**config.mk**
```make
export PLATFORM = sky130hd
export DESIGN_NAME = k_nearest_point_select_flat
export DESIGN_NICKNAME = d
export VERILOG_FILES = /design/src/hdl/kps_pkg.sv /design/src/hdl/kps_if.sv /design/src/hdl/kps_ctrl.sv /design/src/hdl/kps_datapath.sv /design/src/hdl/k_nearest_point_select.sv /design/src/flat_wrapper.sv
export SDC_FILE = /design/constraint.sdc
export NUM_CORES = 2
export LEC_CHECK = 0
export ABC_AREA = 1
export ABC_CLOCK_PERIOD_IN_PS = 7660
export BUFFER_PORTS_ARGS = -buffer_cell sky130_fd_sc_hd__buf_2
export CORE_MARGIN = 1.5
export CORE_UTILIZATION = 45
export CTS_BUF_LIST = sky130_fd_sc_hd__clkbuf_8
export DETAILED_ROUTE_END_ITERATION = 16
export SYNTH_ARGS = -nofsm -noshare
export SYNTH_HDL_FRONTEND = slang
export SYNTH_SLANG_ARGS = --single-unit
```
**constraint.sdc**
```tcl
create_clock -name clk -period 7.66 [get_ports clk]
set_clock_uncertainty 0.05 [all_clocks]
set_input_delay 1.532 -clock clk [delete_from_list [all_inputs] [get_ports clk]]
set_output_delay 1.532 -clock clk [all_outputs]
set_load 0.01 [all_outputs]
```
**src/hdl/kps_pkg.sv**
```systemverilog
// Shared types, widths and helpers for the nearest-point selector.
// No dependencies; every other file of the block uses this package.
package kps_pkg;

  localparam int COORD_W        = 24;
  localparam int DIFF_W         = COORD_W + 1;
  localparam int PROD_W         = 2 * DIFF_W;
  localparam int DIST_W         = 52;
  localparam int MT_W           = 6;
  localparam int RESULT_LIMIT   = 32;
  localparam int IDX_OUT_W      = 5;
  localparam int CFG_IDX_W      = 2;
  localparam int CFG_DATA_W     = 24;
  localparam int MAX_POINTS_DEF = 32;

  typedef enum logic [CFG_IDX_W-1:0] {
    REG_MAX_TARGETS = 2'd0,
    REG_ORIGIN_X    = 2'd1,
    REG_ORIGIN_Y    = 2'd2,
    REG_ORIGIN_Z    = 2'd3
  } cfg_reg_t;

  typedef struct packed {
    logic load;
    logic sq;
    logic store;
    logic emit_init;
    logic scan_init;
    logic scan_step;
    logic emit_seq;
    logic emit_sel;
    logic clear;
  } kps_cmd_t;

  typedef struct packed {
    logic set_end;
    logic fits;
    logic none;
    logic scan_done;
    logic out_free;
    logic last_seq;
    logic last_sel;
  } kps_sts_t;

  function automatic logic [DIFF_W-1:0] abs_diff(input logic [COORD_W-1:0] a,
                                                 input logic [COORD_W-1:0] b);
    logic [DIFF_W-1:0] d;
    d = {a[COORD_W-1], a} - {b[COORD_W-1], b};
    return d[DIFF_W-1] ? (~d + DIFF_W'(1)) : d;
  endfunction

endpackage

```
**src/hdl/kps_if.sv**
```systemverilog
// Valid/ready channel interfaces for points in and indices out.
// Depends on kps_pkg for field widths.
interface kps_point_if;
  logic                                 valid;
  logic                                 ready;
  logic signed [kps_pkg::COORD_W-1:0]   point_x;
  logic signed [kps_pkg::COORD_W-1:0]   point_y;
  logic signed [kps_pkg::COORD_W-1:0]   point_z;
  logic                                 set_end;

  modport source (output valid, point_x, point_y, point_z, set_end, input ready);
  modport sink   (input valid, point_x, point_y, point_z, set_end, output ready);
endinterface

interface kps_index_if;
  logic                               valid;
  logic                               ready;
  logic [kps_pkg::IDX_OUT_W-1:0]      target_index;
  logic                               list_end;
  logic                               dropped;

  modport source (output valid, target_index, list_end, dropped, input ready);
  modport sink   (input valid, target_index, list_end, dropped, output ready);
endinterface

```
**src/hdl/kps_ctrl.sv**
```systemverilog
// Controller state machine: sequences loading, squaring, storing and selection.
// Depends on kps_pkg for the command and status structs.
module kps_ctrl (
  input  logic              clk,
  input  logic              rst_n,
  input  logic              in_valid,
  output logic              in_ready,
  output kps_pkg::kps_cmd_t cmd,
  input  kps_pkg::kps_sts_t sts
);
  import kps_pkg::*;

  typedef enum logic [7:0] {
    S_IDLE   = 8'b0000_0001,
    S_SQ0    = 8'b0000_0010,
    S_SQ1    = 8'b0000_0100,
    S_SQ2    = 8'b0000_1000,
    S_STORE  = 8'b0001_0000,
    S_DECIDE = 8'b0010_0000,
    S_SEQ    = 8'b0100_0000,
    S_SCAN   = 8'b1000_0000
  } state_t;

  typedef enum logic {
    PH_SCAN = 1'b0,
    PH_PICK = 1'b1
  } phase_t;

  state_t state_r, state_nxt;
  phase_t phase_r, phase_nxt;

  always_ff @(posedge clk) begin
    if (!rst_n) begin
      state_r <= S_IDLE;
      phase_r <= PH_SCAN;
    end else begin
      state_r <= state_nxt;
      phase_r <= phase_nxt;
    end
  end

  always_comb begin
    state_nxt = state_r;
    phase_nxt = phase_r;
    cmd       = '0;
    in_ready  = 1'b0;
    unique case (state_r)
      S_IDLE: begin
        in_ready = 1'b1;
        if (in_valid) begin
          cmd.load  = 1'b1;
          state_nxt = S_SQ0;
        end
      end
      S_SQ0: begin
        cmd.sq    = 1'b1;
        state_nxt = S_SQ1;
      end
      S_SQ1: begin
        cmd.sq    = 1'b1;
        state_nxt = S_SQ2;
      end
      S_SQ2: begin
        cmd.sq    = 1'b1;
        state_nxt = S_STORE;
      end
      S_STORE: begin
        cmd.store = 1'b1;
        state_nxt = sts.set_end ? S_DECIDE : S_IDLE;
      end
      S_DECIDE: begin
        if (sts.fits) begin
          cmd.emit_init = 1'b1;
          state_nxt     = S_SEQ;
        end else if (sts.none) begin
          cmd.clear = 1'b1;
          state_nxt = S_IDLE;
        end else begin
          cmd.emit_init = 1'b1;
          cmd.scan_init = 1'b1;
          phase_nxt     = PH_SCAN;
          state_nxt     = S_SCAN;
        end
      end
      S_SEQ: begin
        if (sts.out_free) begin
          cmd.emit_seq = 1'b1;
          if (sts.last_seq) begin
            cmd.clear = 1'b1;
            state_nxt = S_IDLE;
          end
        end
      end
      S_SCAN: begin
        if (phase_r == PH_SCAN) begin
          cmd.scan_step = 1'b1;
          if (sts.scan_done) begin
            phase_nxt = PH_PICK;
          end
        end else if (sts.out_free) begin
          cmd.emit_sel = 1'b1;
          if (sts.last_sel) begin
            cmd.clear = 1'b1;
            state_nxt = S_IDLE;
          end else begin
            cmd.scan_init = 1'b1;
            phase_nxt     = PH_SCAN;
          end
        end
      end
      default: begin
        state_nxt = S_IDLE;
      end
    endcase
  end

endmodule

```
**src/hdl/kps_datapath.sv**
```systemverilog
// Datapath: configuration registers, distance unit, distance memory,
// minimum search and the output register. Depends on kps_pkg.
module kps_datapath #(
  parameter int MAX_POINTS = kps_pkg::MAX_POINTS_DEF
) (
  input  logic                               clk,
  input  logic                               rst_n,
  input  logic                               cfg_wr_en,
  input  logic [kps_pkg::CFG_IDX_W-1:0]      cfg_index,
  input  logic [kps_pkg::CFG_DATA_W-1:0]     cfg_data,
  input  logic [kps_pkg::COORD_W-1:0]        point_x,
  input  logic [kps_pkg::COORD_W-1:0]        point_y,
  input  logic [kps_pkg::COORD_W-1:0]        point_z,
  input  logic                               set_end,
  input  kps_pkg::kps_cmd_t                  cmd,
  output kps_pkg::kps_sts_t                  sts,
  output logic                               out_valid,
  input  logic                               out_ready,
  output logic [kps_pkg::IDX_OUT_W-1:0]      target_index,
  output logic                               list_end,
  output logic                               dropped
);
  import kps_pkg::*;

  localparam int IDX_W = $clog2(MAX_POINTS);
  localparam int CNT_W = $clog2(MAX_POINTS + 1);
  localparam int CMP_W = (CNT_W > MT_W) ? CNT_W : MT_W;
  localparam logic [CNT_W-1:0] CNT_FULL  = CNT_W'(MAX_POINTS);
  localparam logic [MT_W-1:0]  LIMIT_CAP = MT_W'(RESULT_LIMIT);

  logic [MT_W-1:0]    max_targets_r;
  logic [COORD_W-1:0] origin_x_r, origin_y_r, origin_z_r;

  logic [DIFF_W-1:0]  diff_r [3];
  logic [PROD_W-1:0]  prod_r;
  logic [PROD_W-1:0]  sq_w;
  logic [DIST_W-1:0]  acc_r;
  logic               end_r;

  logic [DIST_W-1:0]  mem [MAX_POINTS];
  logic [DIST_W-1:0]  rd_data_r;
  logic [IDX_W-1:0]   rd_idx_r;
  logic               rd_vld_r;
  logic [CNT_W-1:0]   addr_r;

  logic [CNT_W-1:0]      cnt_r;
  logic                  ovf_r;
  logic [MAX_POINTS-1:0] mask_r;
  logic [CMP_W-1:0]      emit_r;
  logic                  found_r;
  logic [IDX_W-1:0]      best_r;
  logic [DIST_W-1:0]     best_d_r;

  logic                  out_valid_r;
  logic [IDX_OUT_W-1:0]  out_idx_r;
  logic                  out_last_r;
  logic                  out_drop_r;

  logic [MT_W-1:0]            lim_w;
  logic [CMP_W-1:0]           lim_x;
  logic [CMP_W-1:0]           cnt_x;
  logic [CMP_W-1:0]           emit_inc;
  logic                       full_w;
  logic [CMP_W+IDX_OUT_W-1:0] seq_wide;
  logic [IDX_W+IDX_OUT_W-1:0] sel_wide;
  logic                       better_w;

  always_ff @(posedge clk) begin
    if (!rst_n) begin
      max_targets_r <= MT_W'(1);
      origin_x_r    <= '0;
      origin_y_r    <= '0;
      origin_z_r    <= '0;
    end else if (cfg_wr_en) begin
      unique case (cfg_reg_t'(cfg_index))
        REG_MAX_TARGETS: max_targets_r <= cfg_data[MT_W-1:0];
        REG_ORIGIN_X:    origin_x_r    <= cfg_data[COORD_W-1:0];
        REG_ORIGIN_Y:    origin_y_r    <= cfg_data[COORD_W-1:0];
        REG_ORIGIN_Z:    origin_z_r    <= cfg_data[COORD_W-1:0];
        default: ;
      endcase
    end
  end

  assign sq_w = diff_r[0] * diff_r[0];

  always_ff @(posedge clk) begin
    if (cmd.load) begin
      diff_r[0] <= abs_diff(point_x, origin_x_r);
      diff_r[1] <= abs_diff(point_y, origin_y_r);
      diff_r[2] <= abs_diff(point_z, origin_z_r);
      prod_r    <= '0;
      acc_r     <= '0;
      end_r     <= set_end;
    end else if (cmd.sq) begin
      diff_r[0] <= diff_r[1];
      diff_r[1] <= diff_r[2];
      diff_r[2] <= '0;
      prod_r    <= sq_w;
      acc_r     <= acc_r + DIST_W'(prod_r);
    end
  end

  assign full_w = (cnt_r == CNT_FULL);

  always_ff @(posedge clk) begin
    if (cmd.store && !full_w) begin
      mem[cnt_r[IDX_W-1:0]] <= acc_r + DIST_W'(prod_r);
    end
    if (cmd.scan_step && (addr_r < cnt_r)) begin
      rd_data_r <= mem[addr_r[IDX_W-1:0]];
      rd_idx_r  <= addr_r[IDX_W-1:0];
    end
  end

  assign better_w = rd_vld_r && !mask_r[rd_idx_r] && (!found_r || (rd_data_r < best_d_r));

  always_ff @(posedge clk) begin
    if (!rst_n) begin
      rd_vld_r <= 1'b0;
      found_r  <= 1'b0;
      addr_r   <= '0;
    end else if (cmd.scan_init) begin
      rd_vld_r <= 1'b0;
      found_r  <= 1'b0;
      addr_r   <= '0;
    end else if (cmd.scan_step) begin
      rd_vld_r <= (addr_r < cnt_r);
      if (addr_r < cnt_r) begin
        addr_r <= addr_r + CNT_W'(1);
      end
      if (better_w) begin
        found_r <= 1'b1;
      end
    end
  end

  always_ff @(posedge clk) begin
    if (cmd.scan_step && better_w) begin
      best_r   <= rd_idx_r;
      best_d_r <= rd_data_r;
    end
  end

  assign lim_w    = (max_targets_r > LIMIT_CAP) ? LIMIT_CAP : max_targets_r;
  assign lim_x    = CMP_W'(lim_w);
  assign cnt_x    = CMP_W'(cnt_r);
  assign emit_inc = emit_r + CMP_W'(1);
  assign seq_wide = {{IDX_OUT_W{1'b0}}, emit_r};
  assign sel_wide = {{IDX_OUT_W{1'b0}}, best_r};

  always_ff @(posedge clk) begin
    if (!rst_n) begin
      cnt_r  <= '0;
      ovf_r  <= 1'b0;
      mask_r <= '0;
      emit_r <= '0;
    end else if (cmd.clear) begin
      cnt_r  <= '0;
      ovf_r  <= 1'b0;
      mask_r <= '0;
      emit_r <= '0;
    end else begin
      if (cmd.store) begin
        if (full_w) begin
          ovf_r <= 1'b1;
        end else begin
          cnt_r <= cnt_r + CNT_W'(1);
        end
      end
      if (cmd.emit_init) begin
        emit_r <= '0;
        mask_r <= '0;
      end else if (cmd.emit_seq || cmd.emit_sel) begin
        emit_r <= emit_inc;
      end
      if (cmd.emit_sel) begin
        mask_r[best_r] <= 1'b1;
      end
    end
  end

  always_ff @(posedge clk) begin
    if (!rst_n) begin
      out_valid_r <= 1'b0;
    end else if (cmd.emit_seq || cmd.emit_sel) begin
      out_valid_r <= 1'b1;
    end else if (out_ready) begin
      out_valid_r <= 1'b0;
    end
  end

  always_ff @(posedge clk) begin
    if (cmd.emit_seq) begin
      out_idx_r  <= seq_wide[IDX_OUT_W-1:0];
      out_last_r <= (emit_inc == cnt_x);
      out_drop_r <= ovf_r;
    end else if (cmd.emit_sel) begin
      out_idx_r  <= sel_wide[IDX_OUT_W-1:0];
      out_last_r <= (emit_inc == lim_x);
      out_drop_r <= ovf_r;
    end
  end

  assign out_valid    = out_valid_r;
  assign target_index = out_idx_r;
  assign list_end     = out_last_r;
  assign dropped      = out_drop_r;

  always_comb begin
    sts           = '0;
    sts.set_end   = end_r;
    sts.fits      = (cnt_x <= lim_x);
    sts.none      = (lim_w == '0);
    sts.scan_done = (addr_r == cnt_r) && !rd_vld_r;
    sts.out_free  = !out_valid_r || out_ready;
    sts.last_seq  = (emit_inc == cnt_x);
    sts.last_sel  = (emit_inc == lim_x);
  end

  a_cnt_bound: assert property (@(posedge clk) disable iff (!rst_n)
    cnt_r <= CNT_FULL)
    else $error("point count exceeds store depth");

  a_emit_slot_free: assert property (@(posedge clk) disable iff (!rst_n)
    (cmd.emit_seq || cmd.emit_sel) |-> (!out_valid_r || out_ready))
    else $error("result loaded over an untaken result");

  a_pick_found: assert property (@(posedge clk) disable iff (!rst_n)
    cmd.emit_sel |-> (found_r && (CNT_W'(best_r) < cnt_r)))
    else $error("selection pass ended without a stored candidate");

  a_pick_untaken: assert property (@(posedge clk) disable iff (!rst_n)
    cmd.emit_sel |-> !mask_r[best_r])
    else $error("selected index was already emitted");

endmodule

```
**src/hdl/k_nearest_point_select.sv**
```systemverilog
// Top level of the nearest-point selector: controller plus datapath.
// Depends on kps_pkg, kps_if, kps_ctrl and kps_datapath.
//
//   Port        Role     Transfer carries
//   in_pt       sink     point_x, point_y, point_z, set_end
//   out_idx     source   target_index, list_end, dropped
//   cfg_*       write    cfg_index selects register, cfg_data holds the value
//
// Each point passes through accept, three squaring steps on the one shared multiplier,
// and the write into the distance memory.
// When every point fits the limit the indices leave at one per cycle unless the output stalls;
// otherwise each index costs one pass over the distance memory read port.
// Reset is synchronous and needs no clearing pass; the distance memory is never read unwritten.
// A stalled output holds the controller; a new set is accepted once the last index is loaded.
module k_nearest_point_select #(
  parameter int MAX_POINTS = kps_pkg::MAX_POINTS_DEF
) (
  input  logic                           clk,
  input  logic                           rst_n,
  input  logic                           cfg_wr_en,
  input  logic [kps_pkg::CFG_IDX_W-1:0]  cfg_index,
  input  logic [kps_pkg::CFG_DATA_W-1:0] cfg_data,
  kps_point_if.sink                      in_pt,
  kps_index_if.source                    out_idx
);
  import kps_pkg::*;

  kps_cmd_t cmd;
  kps_sts_t sts;

  kps_ctrl u_ctrl (
    .clk      (clk),
    .rst_n    (rst_n),
    .in_valid (in_pt.valid),
    .in_ready (in_pt.ready),
    .cmd      (cmd),
    .sts      (sts)
  );

  kps_datapath #(
    .MAX_POINTS (MAX_POINTS)
  ) u_datapath (
    .clk          (clk),
    .rst_n        (rst_n),
    .cfg_wr_en    (cfg_wr_en),
    .cfg_index    (cfg_index),
    .cfg_data     (cfg_data),
    .point_x      (in_pt.point_x),
    .point_y      (in_pt.point_y),
    .point_z      (in_pt.point_z),
    .set_end      (in_pt.set_end),
    .cmd          (cmd),
    .sts          (sts),
    .out_valid    (out_idx.valid),
    .out_ready    (out_idx.ready),
    .target_index (out_idx.target_index),
    .list_end     (out_idx.list_end),
    .dropped      (out_idx.dropped)
  );

endmodule

```
**src/flat_wrapper.sv**
```systemverilog
// flat-port wrapper written by rule: the top's interface ports become plain ports
module k_nearest_point_select_flat import kps_pkg::*;
#(
  parameter int MAX_POINTS = kps_pkg::MAX_POINTS_DEF
)
  (clk, rst_n, cfg_wr_en, cfg_index, cfg_data, in_pt_valid, in_pt_point_x, in_pt_point_y, in_pt_point_z, in_pt_set_end, in_pt_ready, out_idx_valid, out_idx_target_index, out_idx_list_end, out_idx_dropped, out_idx_ready);
  kps_point_if in_pt_i ();
  kps_index_if out_idx_i ();
  input  logic clk;
  input  logic rst_n;
  input  logic cfg_wr_en;
  input  logic [kps_pkg::CFG_IDX_W-1:0] cfg_index;
  input  logic [kps_pkg::CFG_DATA_W-1:0] cfg_data;
  input wire logic [$bits(in_pt_i.valid)-1:0] in_pt_valid;
  input wire logic [$bits(in_pt_i.point_x)-1:0] in_pt_point_x;
  input wire logic [$bits(in_pt_i.point_y)-1:0] in_pt_point_y;
  input wire logic [$bits(in_pt_i.point_z)-1:0] in_pt_point_z;
  input wire logic [$bits(in_pt_i.set_end)-1:0] in_pt_set_end;
  output wire logic [$bits(in_pt_i.ready)-1:0] in_pt_ready;
  output wire logic [$bits(out_idx_i.valid)-1:0] out_idx_valid;
  output wire logic [$bits(out_idx_i.target_index)-1:0] out_idx_target_index;
  output wire logic [$bits(out_idx_i.list_end)-1:0] out_idx_list_end;
  output wire logic [$bits(out_idx_i.dropped)-1:0] out_idx_dropped;
  input wire logic [$bits(out_idx_i.ready)-1:0] out_idx_ready;
  assign in_pt_i.valid = in_pt_valid;
  assign in_pt_i.point_x = in_pt_point_x;
  assign in_pt_i.point_y = in_pt_point_y;
  assign in_pt_i.point_z = in_pt_point_z;
  assign in_pt_i.set_end = in_pt_set_end;
  assign in_pt_ready = in_pt_i.ready;
  assign out_idx_valid = out_idx_i.valid;
  assign out_idx_target_index = out_idx_i.target_index;
  assign out_idx_list_end = out_idx_i.list_end;
  assign out_idx_dropped = out_idx_i.dropped;
  assign out_idx_i.ready = out_idx_ready;
  k_nearest_point_select #(.MAX_POINTS(MAX_POINTS)) u_core (.clk(clk), .rst_n(rst_n), .cfg_wr_en(cfg_wr_en), .cfg_index(cfg_index), .cfg_data(cfg_data), .in_pt(in_pt_i), .out_idx(out_idx_i));
endmodule
```
==> flow_metrics.tcl <==
set metrics [dict create \
    ff2ff_path_depth 24 \
    grt_pass1_wl_um 503000 \
    ioPinCount 113 \
    clk_pin_slew_ps 60 \
    antenna_found_initial 17 \
    grt_max_degree 202 \
    cts_tree "built" \
    drt_pass1_iterations 7 \
    gp_congestion 0.915 \
    rsz0062_at_grt "no" \
    post_cts_buffers 0 \
    slew_violations 0 \
    die_h_um 499 \
    fin_crit_ps 7180 \
    startpoint_type "register" \
    critPathKind "reg2reg" \
    grt_use_total_pct 26.8 \
    root_buffer "clkbuf_8" \
    timing.rr.end "u_core.u_datapath.prod_r[37]" \
    numPortBuffers 112 \
    vias 80700 \
    layout_commonest_cell "edfxtp_1" \
    synth_nets 11600 \
    crit_top_cell "fa_1" \
    start_util_pct 45.3 \
    min_period_over_period_pct 93.8 \
    nFillCells 22300 \
    wl_per_cell_um 23.4 \
    synthMuxAreaShare_pct 0.0272 \
    synthToLayoutAreaGrowth_pct 10.1 \
    ys_seq_elements 2103 \
    cts_resized 0 \
    status "finished, final reports clean" \
    syn_area_um2 110000 \
    hp-class "reg2reg" \
    layout.nets 11800 \
    yosys_warnings 0 \
    clk_latency_ps 1090 \
    cts_buffers 357 \
    core_um2 244000 \
    chipWidth_um 499 \
    crit_path_end_kind "register" \
    row_count 181 \
    drc_errors 0 \
    cts.sinks 2103 \
    synthSimpleGateAreaFrac_pct 13.0 \
    htreeDepth 5 \
    crit_fanout 14 \
    syn_avg_cell_area_um2 10.3 \
    crit_chain "buf_4, nand2_1, inv_1, fa_1, fa_1, inv_1, fa_1, fa_1, inv_1, fa_1, fa_1, inv_1, fa_1, inv_1, ha_1, nand2_1, o21ai_0, a21oi_1, o21ai_0, a21oi_1, o21bai_1, a21oi_1, o21ai_0, nand2_1" \
    finalSetupViolCount 0 \
    relSlewSlack_pct 14.2 \
    synth_top_family_by_area "simple AND/OR/NAND/NOR gates" \
    endpoint "u_core.u_datapath.prod_r[37]" \
    setup_tns_ps 0 \
    timing.critical_path.slowest_cell_delay_ps 850 \
    viasPerCell 5.64 \
    critPathLaunch "u_core.u_datapath.diff_r[0][7]" \
    timing.fmax_ghz 0.139 \
    cp.arrival_ps 7980 \
    synth-compound-area-share_pct 11.4 \
    drive_gt1_share_pct 8.42 \
    dieArea_um2 249000 \
    yosysSeqAreaShare_pct 55.0 \
    final_cell_mix "edfxtp_1, nand2_1, inv_1" \
    ctsHoldBuffers 0 \
    grt_pass1_vias 79800 \
    rr_startpoint "u_core.u_datapath.diff_r[0][7]" \
    clk_path_buf_depth 4 \
    ys_types 67 \
    finalHoldViolCount 0 \
    cp_slowest_cell "edfxtp_1" \
    drtIter0Drc 8045 \
    wl_um 335000 \
    ant_nets 0 \
    syn_inst 10700 \
    rrSetupSlack_ps 480 \
    synthAdderAreaFrac_pct 12.8 \
    hpwl_um 208000 \
    synth_xor_area_share_pct 0.965 \
    grt_overflow 0 \
    max_cap_viol_count 0 \
    worst_ep_required_time_ps 8460 \
    worstMarginPinSlew_ps 1290 \
]
state kept, by name (all words and copies together) (netlist names), 5 cells and up:
register and count:
u_core.u_datapath.mem 1664, u_core.u_datapath.diff_r 75, u_core.u_datapath.acc_r 52, u_core.u_datapath.best_d_r 52
u_core.u_datapath.rd_data_r 52, u_core.u_datapath.prod_r 49, u_core.u_datapath.mask_r 32, u_core.u_datapath.origin_x_r 24
u_core.u_datapath.origin_y_r 24, u_core.u_datapath.origin_z_r 24, u_core.u_ctrl.state_r 8, u_core.u_datapath.addr_r 6
u_core.u_datapath.cnt_r 6, u_core.u_datapath.emit_r 6, u_core.u_datapath.max_targets_r 6, u_core.u_datapath.best_r 5
u_core.u_datapath.rd_idx_r 5, u_core.u_datapath.target_index 5
cell type report:
class / count / area [µm²] / share of cell area, %
clock inverters: 248 / 1230 / 1.02
inverters: 1444 / 5450 / 4.48
diodes: 4 / 10.0 / 0.00823
repair buffers: 293 / 2120 / 1.74
flip-flops and latches: 2103 / 60700 / 49.9
well taps: 3202 / 4010 / 3.29
multi-input cells: 6642 / 43000 / 35.3
clock buffers: 373 / 5130 / 4.22
through the flow:
stage	hold WS (ps)	area, µm²	instances	util [%]	setup WS [ps]
final	364	122000	14300	49.9	478
after global routing	351	122000	14300	49.9	69.9
after CTS	343	122000	14300	49.9	486
after detailed placement	376	115000	13700	47.3	565
after global placement	371	115000	13700	47.3	569
after floorplan	359	110000	10700	-	1270
how the worst min path moves through the flow:
stage / start / to / depth (start not counted)
finish: u_core.u_datapath.rd_data_r[4] / u_core.u_datapath.best_d_r[4] / 0
global route: u_core.u_datapath.rd_data_r[38] / u_core.u_datapath.best_d_r[38] / 0
CTS: u_core.u_datapath.rd_data_r[38] / u_core.u_datapath.best_d_r[38] / 0
detailed placement: u_core.u_datapath.ovf_r / u_core.u_datapath.dropped / 0
global placement: u_core.u_datapath.ovf_r / u_core.u_datapath.dropped / 0
floorplan: u_core.u_datapath.ovf_r / u_core.u_datapath.dropped / 0
routing by layer:
metal	global-route usage (%)	wire [µm]
met2	42.2	153000
met4	7.79	9140
met3	3.86	27100
met1	38.5	146000
met5	0	22
cells in the mapped netlist (all sizes together):
cell type  instances  area [µm²]
a32oi             32         280
a21oi            361        1830
nand2           1615        6170
o22ai            263        1650
a31oi             23         144
nor3              68         375
nor3b              5        37.5
xnor2             39         357
clkbuf           393        1490
fa               469        9390
a21boi             7        52.6
a211oi             8        60.1
buf              105         544
or2                7        43.8
o21ai           1158        5800
inv             1442        5410
a32o               1        10.0
o21bai            19         143
nand4            101         668
nor4b              1        8.76
o2111ai            1        8.76
mux2i              3        30.0
clkinv             2        7.51
o41ai              1        8.76
a21o              24         180
and2               7        43.8
and3               8        55.1
ha               383        4790
xor2              78         709
nand3            333        1730
edfxtp          1861       55900
nor2            1295        4940
o211ai            59         448
o211a              1        10.0
a22o              44         385
nor4              19         174
o221ai           168        1470
o31ai              4        30.0
dfxtp            242        4840
nand3b            22         165
o21a              15         113
worst max-delay path, delay by kind of cell, from the launching register on:
kind	cells	cell delay, ps
flops	1	850
simple gates	3	230
buf+inv	6	600
fa+ha+maj	8	3790
compound gates	7	1490
logic make-up after synthesis:
family,Yosys count
multiplexers,3
XOR/XNOR,117
adder cells (fa/ha/maj),852
AO/OA/AOI/OAI,2189
AND/OR/NAND/NOR,3481
buffers and inverters,1942
flip-flops,2103
Power is not shown: default switching activity piles up to over one toggle a cycle in this logic, so the estimate is an artifact.
